<file path="src/design/ttpd_pkg.sv">
package ttpd_pkg;

    typedef struct packed {
        logic               sample_valid;
        logic signed [15:0] accel_x;
        logic signed [15:0] accel_y;
    } t_in_item;

    typedef struct packed {
        logic signed [7:0] move_x;
        logic signed [7:0] move_y;
    } t_out_item;

    typedef struct packed {
        logic [14:0] deadzone_level;
        logic [14:0] full_scale_level;
        logic [15:0] smoothing_weight;
        logic [6:0]  max_step;
    } t_cfg;

    typedef enum logic [4:0] {
        CMD_NONE,
        CMD_LOAD,
        CMD_SQX,
        CMD_SQY,
        CMD_SQRT_STEP,
        CMD_USAT,
        CMD_DIVU_INIT,
        CMD_DIV_STEP,
        CMD_UQ,
        CMD_IDX,
        CMD_ROM,
        CMD_SPEED,
        CMD_PROD,
        CMD_DIVR_INIT,
        CMD_RAW_STORE,
        CMD_FLT_A,
        CMD_FLT_B,
        CMD_FLT_C
    } t_cmd;

    typedef struct packed {
        t_cmd op;
        logic axis_y;
    } t_dp_cmd;

    typedef struct packed {
        logic sample_ok;
        logic dz_in;
        logic sat;
    } t_dp_sts;

    localparam logic [1:0] REG_DEADZONE   = 2'd0;
    localparam logic [1:0] REG_FULL_SCALE = 2'd1;
    localparam logic [1:0] REG_SMOOTHING  = 2'd2;
    localparam logic [1:0] REG_MAX_STEP   = 2'd3;

    localparam int CNT_W      = 5;
    localparam int SQRT_STEPS = 16;
    localparam int DIVU_STEPS = 16;
    localparam int DIVR_STEPS = 23;

    function automatic longint unsigned ttpd_isqrt(input longint unsigned v);
        longint unsigned x;
        longint unsigned r;
        longint unsigned b;
        x = v;
        r = 64'd0;
        b = 64'd1 << 62;
        for (int s = 0; s < 32; s++) begin
            if (x >= r + b) begin
                x = x - (r + b);
                r = (r >> 1) + b;
            end else begin
                r = r >> 1;
            end
            b = b >> 2;
        end
        return r;
    endfunction

    // log2 with 30 fraction bits, v >= 1
    function automatic longint unsigned ttpd_log2(input int unsigned v);
        int unsigned     k;
        longint unsigned m;
        longint unsigned frac;
        k = 0;
        for (int b = 0; b < 31; b++) begin
            if ((v >> (b + 1)) != 0) k = b + 1;
        end
        m    = 64'(v) << (31 - k);
        frac = 64'd0;
        for (int j = 0; j < 30; j++) begin
            m = (m * m) >> 31;
            if ((m >> 32) != 64'd0) begin
                m    = m >> 1;
                frac = frac | (64'd1 << (29 - j));
            end
        end
        return (64'(k) << 30) | frac;
    endfunction

    // (i/top)^1.7 in Q1.16, evaluated at elaboration
    function automatic logic [16:0] ttpd_curve_entry(input int unsigned i,
                                                     input int unsigned top);
        longint unsigned rh [31];
        longint unsigned d;
        longint unsigned e;
        longint unsigned n;
        longint unsigned f;
        longint unsigned prod;
        if (i == 0) return 17'd0;
        rh[0] = 64'd1 << 32;
        rh[1] = ttpd_isqrt(64'd1 << 63);
        for (int k = 2; k <= 30; k++) rh[k] = ttpd_isqrt(rh[k-1] << 32);
        d    = ttpd_log2(top) - ttpd_log2(i);
        e    = (d * 64'd17) / 64'd10;
        n    = e >> 30;
        f    = e & ((64'd1 << 30) - 64'd1);
        prod = 64'd1 << 32;
        for (int k = 1; k <= 30; k++) begin
            if (((f >> (30 - k)) & 64'd1) != 64'd0) prod = (prod * rh[k]) >> 32;
        end
        if (n >= 64'd40) return 17'd0;
        return 17'(((prod >> n) + 64'd32768) >> 16);
    endfunction

endpackage

</file>
<file path="src/design/ttpd_ctrl.sv">
module ttpd_ctrl import ttpd_pkg::*; (
    input  logic    i_clk,
    input  logic    i_rst_n,
    input  logic    i_in_valid,
    input  logic    i_out_free,
    input  t_dp_sts i_sts,
    output logic    o_in_ready,
    output logic    o_out_load,
    output t_dp_cmd o_cmd
);

    typedef enum logic [4:0] {
        S_IDLE, S_SQX, S_SQY, S_SQRT, S_CHK, S_DIVU, S_UQ, S_IDX, S_ROM,
        S_SPEED, S_PROD, S_DIVR_INIT, S_DIVR, S_RAW, S_FLT_A, S_FLT_B,
        S_FLT_C, S_OUT
    } t_state;

    t_state           r_state, n_state;
    logic             r_axis, n_axis;
    logic [CNT_W-1:0] r_cnt, n_cnt;

    always_comb begin
        n_state    = r_state;
        n_axis     = r_axis;
        n_cnt      = r_cnt;
        o_cmd.op   = CMD_NONE;
        o_cmd.axis_y = r_axis;
        o_in_ready = 1'b0;
        o_out_load = 1'b0;
        unique case (r_state)
            S_IDLE: begin
                o_in_ready = 1'b1;
                if (i_in_valid) begin
                    o_cmd.op = CMD_LOAD;
                    n_state  = S_SQX;
                end
            end
            S_SQX: begin
                if (!i_sts.sample_ok) begin
                    n_state = S_OUT;
                end else begin
                    o_cmd.op = CMD_SQX;
                    n_state  = S_SQY;
                end
            end
            S_SQY: begin
                o_cmd.op = CMD_SQY;
                n_cnt    = CNT_W'(SQRT_STEPS - 1);
                n_state  = S_SQRT;
            end
            S_SQRT: begin
                o_cmd.op = CMD_SQRT_STEP;
                n_cnt    = r_cnt - 1'b1;
                if (r_cnt == '0) n_state = S_CHK;
            end
            S_CHK: begin
                n_axis = 1'b0;
                priority if (i_sts.dz_in) begin
                    n_state = S_FLT_A;
                end else if (i_sts.sat) begin
                    o_cmd.op = CMD_USAT;
                    n_state  = S_IDX;
                end else begin
                    o_cmd.op = CMD_DIVU_INIT;
                    n_cnt    = CNT_W'(DIVU_STEPS - 1);
                    n_state  = S_DIVU;
                end
            end
            S_DIVU: begin
                o_cmd.op = CMD_DIV_STEP;
                n_cnt    = r_cnt - 1'b1;
                if (r_cnt == '0) n_state = S_UQ;
            end
            S_UQ: begin
                o_cmd.op = CMD_UQ;
                n_state  = S_IDX;
            end
            S_IDX: begin
                o_cmd.op = CMD_IDX;
                n_state  = S_ROM;
            end
            S_ROM: begin
                o_cmd.op = CMD_ROM;
                n_state  = S_SPEED;
            end
            S_SPEED: begin
                o_cmd.op = CMD_SPEED;
                n_axis   = 1'b0;
                n_state  = S_PROD;
            end
            S_PROD: begin
                o_cmd.op = CMD_PROD;
                n_state  = S_DIVR_INIT;
            end
            S_DIVR_INIT: begin
                o_cmd.op = CMD_DIVR_INIT;
                n_cnt    = CNT_W'(DIVR_STEPS - 1);
                n_state  = S_DIVR;
            end
            S_DIVR: begin
                o_cmd.op = CMD_DIV_STEP;
                n_cnt    = r_cnt - 1'b1;
                if (r_cnt == '0) n_state = S_RAW;
            end
            S_RAW: begin
                o_cmd.op = CMD_RAW_STORE;
                n_axis   = !r_axis;
                n_state  = r_axis ? S_FLT_A : S_PROD;
            end
            S_FLT_A: begin
                o_cmd.op = CMD_FLT_A;
                n_state  = S_FLT_B;
            end
            S_FLT_B: begin
                o_cmd.op = CMD_FLT_B;
                n_state  = S_FLT_C;
            end
            S_FLT_C: begin
                o_cmd.op = CMD_FLT_C;
                n_axis   = !r_axis;
                n_state  = r_axis ? S_OUT : S_FLT_A;
            end
            S_OUT: begin
                if (i_out_free) begin
                    o_out_load = 1'b1;
                    n_state    = S_IDLE;
                end
            end
            default: n_state = S_IDLE;
        endcase
    end

    always_ff @(posedge i_clk) begin
        if (!i_rst_n) begin
            r_state <= S_IDLE;
            r_axis  <= 1'b0;
            r_cnt   <= '0;
        end else begin
            r_state <= n_state;
            r_axis  <= n_axis;
            r_cnt   <= n_cnt;
        end
    end

endmodule

</file>
<file path="config.mk">
export PLATFORM = sky130hd
export DESIGN_NAME = ttpd_ctrl
export DESIGN_NICKNAME = d
export VERILOG_FILES = /design/src/design/ttpd_pkg.sv /design/src/design/ttpd_ctrl.sv
export SDC_FILE = /design/constraint.sdc
export NUM_CORES = 1
export LEC_CHECK = 0
export BUFFER_PORTS_ARGS = -buffer_cell sky130_fd_sc_hd__buf_2
export CAP_MARGIN = 20
export CORE_UTILIZATION = 55
export CTS_CLUSTER_DIAMETER = 200
export DETAILED_ROUTE_END_ITERATION = 8
export PLACE_DENSITY = 0.76
export SLEW_MARGIN = 40
export SYNTH_ARGS = -nofsm -noshare
export SYNTH_HDL_FRONTEND = slang
export SYNTH_SLANG_ARGS = --single-unit
</file>
<file path="constraint.sdc">
create_clock -name i_clk -period 1.85 [get_ports i_clk]
set_clock_uncertainty 0.05 [all_clocks]
set_input_delay 0.0925 -clock i_clk [delete_from_list [all_inputs] [get_ports i_clk]]
set_output_delay 0.0925 -clock i_clk [all_outputs]
set_load 0.03 [all_outputs]
</file>
==> results of run 1 <==
worst paths after layout:
kind | start | endpoint | slack [ps] | cells after the start
min | i_rst_n | r_state[3] | 90 | 2
min reg2reg | r_cnt[3] | r_cnt[3] | 440 | 2
max reg2reg | r_state[1] | r_state[2] | 70 | 5
max | r_state[0] | o_cmd[1] | 30 | 6
routing by layer:
layer,wire length (um),part of all wire
met5,0,0
met4,66,0.019
met3,274,0.080
met1,1500,0.44
met2,1580,0.46
registers in the layout, summed over array words and instances (netlist names):
register and count:
r_cnt 5, r_state 5, r_axis 1
metrics by stage:
| stage | instance area, sq um | hold slack, ps | utilization | setup slack (ps) |
|---|---|---|---|---|
| final | 1440 | 94.0 | 0.724 | 34.0 |
| after global routing | 1440 | 96.5 | 0.724 | -44.0 |
| after floorplan | 1160 | 272 | - | 18.2 |
| after global placement | 1310 | 382 | 0.661 | 119 |
| after CTS | 1350 | 97.5 | 0.682 | 1.01 |
| after detailed placement | 1310 | 382 | 0.661 | 55.6 |
layout by cell type (no fill, tap or decap), types with 2 or more instances in the layout:
master    netlist  final
o211a_1         2      2
buf_4           3     13
o211ai_1        3      3
clkbuf_4        0      3
dfxtp_1        11      6
o21a_1          2      2
and3_1          2      2
mux2i_1         3      3
inv_1          11     11
o32ai_1         2      2
o21ai_1         2      2
buf_2           6     12
nor2_1         16     15
o21ai_0         8      8
nand3b_1        5      5
a21oi_1        11     10
nand2b_1        5      5
nand2_1        10     10
o221ai_1        3      3
nand3_1         3      3
buf_6           0      5
dfxtp_4         0      2
nor3_1          6      5
o31ai_1         4      3
or3b_1          3      3
nor2b_1         4      4
a211oi_1        3      3
dfxtp_2         0      3
kinds of logic after synthesis:
group,after synthesis
AO/OA/AOI/OAI,51
XOR/XNOR,2
buffers and inverters,27
AND/OR/NAND/NOR,67
flip-flops,11
multiplexers,3
adder cells (fa/ha/maj),1
critical path, stage by stage (launching register included):
cell      delay [ps]
dfxtp_2          360
buf_12           150
or3b_1           390
a21oi_2          150
o21bai_1          90
nand3_1          110
buf_6            140
layout make-up:
cell class | instances | area [sq um]
timing repair buffer | 31 | 234
tap | 27 | 33.8
sequential | 11 | 231
clock buffer | 4 | 26.3
inverter | 12 | 45.0
fill | 157 | 547
multi-input combinational | 124 | 865
timing repair:
item / in CTS / in global routing
hold endpoints to repair: 0 / 0
setup buffers: 0 / 3
resized for setup: 5 / 18
setup endpoints to repair: 3 / 6
pin swaps: 0 / 3
power breakdown:
| group | switching (mW) | total (mW) | internal, mW |
|---|---|---|---|
| clock | 0.0844 | 0.168 | 0.0836 |
| sequential | 0.129 | 0.466 | 0.337 |
| combinational | 1.06 | 1.86 | 0.803 |
==> results_dict.tcl, run 1 <==
set metrics [dict create \
    synth_top_family_by_area "compound AO/OA/AOI/OAI gates" \
    synth-seq-area-share 0.189 \
    met3_usage 0.0679 \
    hold_path_class "in2reg" \
    num_rows 16 \
    antenna_found_initial 0 \
    irDropWorstVdd_mv 1.16 \
    viasPerCell 6.41 \
    arrival_ps 1670 \
    root_buffer "clkbuf_4" \
    layout_min_cycle_time_ps 1820 \
    fin_total_pwr_mw 2.50 \
    antenna_cells 0 \
    grt.met1_usage 0.424 \
    drt_iter0_drc 89 \
    cts_hold_buf 0 \
    grt_use_total 0.310 \
    grt_busiest_layer "met2" \
    cts_tree "built" \
    synthXorXnorAreaFrac 0.0150 \
    synthArstFlopShare 0 \
    slew_headroom 0.714 \
    finalCritPeriodShare 0.982 \
    core_area_sq_um 1980 \
    syn_area_sq_um 1160 \
    synth_top_cell_area_share 0.189 \
    synthSimpleGateAreaFrac 0.325 \
    yosysMostFrequentCell "nor2_1" \
    synth-seq-cells 11 \
    status "finished, final reports clean" \
    post-place-cells 202 \
    ys_top_cells_by_area "dfxtp_1 (19%), nor2_1 (5.2%), a21oi_1 (4.7%)" \
    worstPathMaxFanout 14 \
    ant_nets 0 \
    rsz0062_at_grt "yes" \
    cts_buffers 3 \
    worst_pin_slew_ps 429 \
    grt_overflow_total 0 \
    syn_nets 170 \
    use_met2 0.473 \
    hold_violations 0 \
    slew_violations 0 \
    clk_pin_slew_ps 70 \
    nets 191 \
    die_y_um 48.0 \
    cts.htree.levels 1 \
    cts.path.max_buffers 2 \
    drt-total-wl_um 3420 \
    synth_fa_ha_area_frac 0.0107 \
    cts.sinks 11 \
    first_pass_iters 5 \
    synth_top_area_cell "dfxtp_1" \
    critPathRequiredTime_ps 1710 \
    start_kind "flop" \
    drv_cap 0 \
    synth-compound-area-share 0.330 \
    fmax_mhz 551 \
    fin_cells 209 \
    ioPinCount 15 \
    synth-edff-count 0 \
    drc 0 \
    dp.final_hpwl_um 2420 \
    area.growth.synth_to_final_pct 23.2 \
    setup_viol 0 \
    grt_start_max_net_pins 15 \
    initial_core_util 0.588 \
    vias 1339 \
    gp_congestion 0.957 \
    synthFlopType "dfxtp_1" \
    die-area_sq_um 2310 \
    clk-insertion-delay-late_ps 270 \
    synth.avg_cell_area_sq_um 7.19 \
    p_leak_nw 0.571 \
    die_x_um 48.0 \
    critical_path_class "reg2out" \
    grt_pass1_wl_um 4920 \
    port_buffers 14 \
    p_per_area_nw_per_um2 1740 \
    endpoint_kind "primary output" \
    grt_pass1_vias 1083 \
    tns_ps 0 \
    synth_mux_area_frac 0.0258 \
    synth_common_cells "nor2_1 (16), a21oi_1 (11), dfxtp_1 (11), inv_1 (11), nand2_1 (10)" \
    drive_above_1_share 0.275 \
    ys_types 53 \
    yosysWarningCount 0 \
    postSynthCellCount 162 \
    route.detailed.wl_per_inst_um 16.3 \
]
(Power assumes the default switching activity.)
==> run 2, diff against run 1 <==
--- a/config.mk
+++ b/config.mk
@@ -5,11 +5,12 @@
 export SDC_FILE = /design/constraint.sdc
 export NUM_CORES = 1
 export LEC_CHECK = 0
-export BUFFER_PORTS_ARGS = -buffer_cell sky130_fd_sc_hd__buf_2
+export BUFFER_PORTS_ARGS = -buffer_cell sky130_fd_sc_hd__buf_4
 export CAP_MARGIN = 20
 export CORE_UTILIZATION = 55
 export CTS_CLUSTER_DIAMETER = 200
 export DETAILED_ROUTE_END_ITERATION = 8
+export GPL_TIMING_DRIVEN = 0
 export PLACE_DENSITY = 0.76
 export SLEW_MARGIN = 40
 export SYNTH_ARGS = -nofsm -noshare
==> results_dict.tcl, run 2 (synthesis gave the netlist of run 1 again) <==
set metrics [dict create \
    drt_iter0_drc 114 \
    die_x_um 48.0 \
    p_per_area_nw_per_um2 1740 \
    slew_headroom 0.746 \
    p_leak_nw 0.585 \
    fin_area_sq_um 1460 \
    fin_cells 210 \
    drt-total-wl_um 3530 \
    cts.sinks 11 \
    status "finished, final reports clean" \
    post-place-cells 202 \
    ant_nets 0 \
    vias 1396 \
    nets 192 \
    drive_above_1_share 0.268 \
    hold_path_class "in2reg" \
    drc 0 \
    cts.htree.levels 1 \
    antenna_cells 0 \
    utilization 0.735 \
    grt_pass1_wl_um 5320 \
    core_area_sq_um 1980 \
    arrival_ps 1930 \
    preCtsSetupSlack_ps -52.2 \
    grt_overflow_total 0 \
    critical_path_class "reg2reg" \
    placed_area_sq_um 1300 \
    slew_violations 0 \
    die-area_sq_um 2310 \
    reg_top3 "r_cnt: 5 flops, r_state: 5 flops, r_axis: 1 flops" \
    critPathRequiredTime_ps 1990 \
    drv_cap 0 \
    final_cell_mix "buf_4 (20), nor2_1 (15), inv_1 (11), a21oi_1 (11), nand2_1 (10)" \
    cts_buffers 3 \
    fin_total_pwr_mw 2.53 \
    start_kind "flop" \
    finalCritPeriodShare 0.970 \
    endpoint_kind "flop" \
    antenna_found_initial 0 \
    gp_congestion 0.931 \
    initial_core_util 0.588 \
    worstPathMaxFanout 4 \
    root_buffer "clkbuf_4" \
    tns_ps 0 \
    setup_viol 0 \
    rsz0062_at_grt "yes" \
    die_y_um 48.0 \
    num_rows 16 \
    ioPinCount 15 \
    layout_min_cycle_time_ps 1790 \
    route.detailed.wl_per_inst_um 16.8 \
    worst_pin_slew_ps 376 \
    hold_violations 0 \
    cts_tree "built" \
    grt_use_total 0.334 \
    grt_pass1_vias 1174 \
    grt_start_max_net_pins 11 \
    viasPerCell 6.65 \
    hold_ws_ps 119 \
    dp.final_hpwl_um 2460 \
    port_buffers 13 \
    finalWorstSetupSlack_ps 55.8 \
    clk-insertion-delay-late_ps 290 \
    area.growth.synth_to_final_pct 25.0 \
    fmax_mhz 557 \
    irDropWorstVdd_mv 1.20 \
    cts.path.max_buffers 2 \
    first_pass_iters 5 \
    final_common_cell "buf_4" \
    clk_pin_slew_ps 80 \
]
run 2: final timing paths:
kind	slack (ps)	endpoint	cells after the start	startpoint
max reg2reg	60	r_state[1]	6	r_cnt[0]
max	60	r_state[1]	6	r_cnt[0]
min reg2reg	450	r_cnt[3]	2	r_cnt[3]
min	120	r_state[3]	3	i_sts[1]
run 2: what timing repair did:
item	in CTS	in global routing
endpoints found under the setup margin	7	4
endpoints found under the hold margin	0	0
gates resized for setup	25	13
setup buffers	0	6
pin swaps	0	4
cloned	0	0
hold buffers	0	0
run 2: metal layers:
metal  share of wire  routed length, um  vias to the layer above  global-route usage
met4           0.040                140                        0               0.144
li1                -                  -                      639                   -
met1            0.39               1360                      613               0.430
met5               0                  0                        -                   0
met2            0.45               1580                      122               0.527
met3            0.12                437                       22              0.0792
run 2: power by group:
group          switching [mW]  leakage (nW)  internal (mW)
logic                    1.09         0.477          0.829
clock network          0.0962        0.0150         0.0839
registers               0.103        0.0929          0.337
run 2: critical path, stage by stage (launching register included):
cell and delay [ps]:
dfxtp_1 320, inv_1 110, ha_1 220, or3b_1 390, nor2_2 150, o221ai_2 170
o31ai_2 290
run 2: area by class of cell:
type | instances | area (sq um)
fill | 146 | 526
clock buffer | 4 | 26.3
inverter | 12 | 45.0
multi-input combinational | 124 | 845
tap | 27 | 33.8
buffer | 13 | 126
timing repair buffer | 19 | 146
sequential | 11 | 234
==> run 3, diff against run 2 <==
--- a/config.mk
+++ b/config.mk
@@ -7,11 +7,12 @@
 export LEC_CHECK = 0
 export BUFFER_PORTS_ARGS = -buffer_cell sky130_fd_sc_hd__buf_4
 export CAP_MARGIN = 20
-export CORE_UTILIZATION = 55
+export CORE_ASPECT_RATIO = 1.75
+export CORE_UTILIZATION = 30
 export CTS_CLUSTER_DIAMETER = 200
+export CTS_CLUSTER_SIZE = 8
 export DETAILED_ROUTE_END_ITERATION = 8
 export GPL_TIMING_DRIVEN = 0
-export PLACE_DENSITY = 0.76
 export SLEW_MARGIN = 40
 export SYNTH_ARGS = -nofsm -noshare
 export SYNTH_HDL_FRONTEND = slang
==> results_dict.tcl, run 3 (synthesis gave the netlist of run 1 again) <==
set metrics [dict create \
    antenna_found_initial 0 \
    initial_core_util 0.318 \
    core_area_sq_um 3660 \
    grt_overflow_total 0 \
    layout_min_cycle_time_ps 1790 \
    critPathRequiredTime_ps 1710 \
    placed_area_sq_um 1320 \
    slew_headroom 0.775 \
    route.detailed.wl_per_inst_um 16.5 \
    endpoint_kind "primary output" \
    die_y_um 84.4 \
    cts_tree "built" \
    num_rows 29 \
    multi_input_area_sq_um 842 \
    hold_ws_ps 188 \
    power_frac_clock 0.097 \
    cts_buffers 3 \
    setup_viol 0 \
    grt_start_max_net_pins 11 \
    grt_pass1_wl_um 5990 \
    vias 1289 \
    hold_path_class "in2reg" \
    worstPathMaxFanout 10 \
    drive_above_1_share 0.230 \
    die_x_um 49.1 \
    antenna_cells 0 \
    cts_hold_buf 0 \
    dp.final_hpwl_um 2780 \
    p_per_area_nw_per_um2 1740 \
    drv_cap 0 \
    die-area_sq_um 4150 \
    drt-total-wl_um 3690 \
    clk_pin_slew_ps 50 \
    fin_total_pwr_mw 2.52 \
    post-place-cells 221 \
    irDropWorstVdd_mv 0.793 \
    postCtsSetupBuffers 0 \
    cts.sinks 11 \
    clk-insertion-delay-late_ps 240 \
    fmax_mhz 557 \
    fin_area_sq_um 1450 \
    swShare 0.506 \
    slew_violations 0 \
    num-fill-cells 396 \
    drc 0 \
    cts.path.max_buffers 2 \
    pwr-share-comb 0.730 \
    start_kind "flop" \
    worst_pin_slew_ps 338 \
    viasPerCell 5.75 \
    root_buffer "clkbuf_8" \
    final_cell_mix "buf_4 (15), nor2_1 (15), inv_1 (11), a21oi_1 (11), nand2_1 (10)" \
    p_leak_nw 0.558 \
    cts.htree.levels 1 \
    r2r_cells 4 \
    rsz0062_at_grt "no" \
    grt_use_total 0.188 \
    arrival_ps 1650 \
    ant_nets 0 \
    finalCritPeriodShare 0.970 \
    p_sw_mw 1.28 \
    register_area_sq_um 229 \
    first_pass_iters 4 \
    drt_iter0_drc 41 \
    tns_ps 0 \
    area.growth.synth_to_final_pct 24.2 \
    seq_power_share 0.174 \
    p_int_mw 1.25 \
    status "finished, final reports clean" \
    gp_congestion 0.895 \
    critical_path_class "reg2out" \
    ioPinCount 15 \
    port_buffers 13 \
    nets 187 \
    reg_top3 "r_cnt: 5 flops, r_state: 5 flops, r_axis: 1 flops" \
    fin_cells 224 \
    grt_pass1_vias 1292 \
    hold_violations 0 \
    hold_depth 2 \
]
==> run 3: cell count changes in the layout (fill, tap and decap cells not counted), sizes merged <==
cell	before	now
buf	29	24
==> run 3: per-layer routing <==
metal	part of all wire	global-route usage	vias up
met5	0	0	-
met2	0.51	0.339	49
met4	0.039	0.136	0
met1	0.41	0.194	600
met3	0.038	0.0181	12
li1	-	-	628
==> run 3: cell type report <==
class / count / share of cell area
flip-flops and latches: 11 / 0.158
inverters: 12 / 0.0311
repair buffers: 13 / 0.0701
multi-input cells: 124 / 0.582
clock buffers: 4 / 0.0311
well taps: 46 / 0.0398
plain buffers: 14 / 0.0874
==> run 3: critical path: stages, from the launching register on <==
cell and delay (ps):
dfxtp_2 450, buf_2 310, nor2_1 80, nor2_1 160, a311oi_1 70, o21ai_0 160
buf_4 180
==> run 3: path summary, 6_finish.rpt <==
path	startpoint	end	slack, ps
worst max-delay path	r_state[2]	o_cmd[2]	60
worst max register to register	r_state[3]	r_state[2]	90
worst min register to register	r_cnt[3]	r_cnt[3]	430
worst min-delay path	i_rst_n	r_state[3]	190
==> run 3: repair_timing <==
action | in CTS | in global routing
gates resized for setup | 19 | 14
pin swaps | 1 | 4
setup endpoints to repair | 5 | 5
cloned | 0 | 0
==> run 3: per-stage QoR <==
step / worst slack (ps) / util
2_1_floorplan: 18.2 / -
3_3_place_gp: -90.1 / 0.360
3_5_place_dp: -84.9 / 0.360
4_1_cts: 1.51 / 0.386
5_1_grt: 0.614 / 0.395
6_report: 56.1 / 0.395
==> run 3: power by group through the flow <==
stage	Clock [mW]	Combinational (mW)	Sequential (mW)
6_report	0.244	1.84	0.438
5_1_grt	0.268	1.97	0.445
4_1_cts	0.251	1.81	0.396
3_5_place_dp	0	1.72	0.398
3_3_place_gp	0	1.71	0.399
2_1_floorplan	0	1.28	0.378
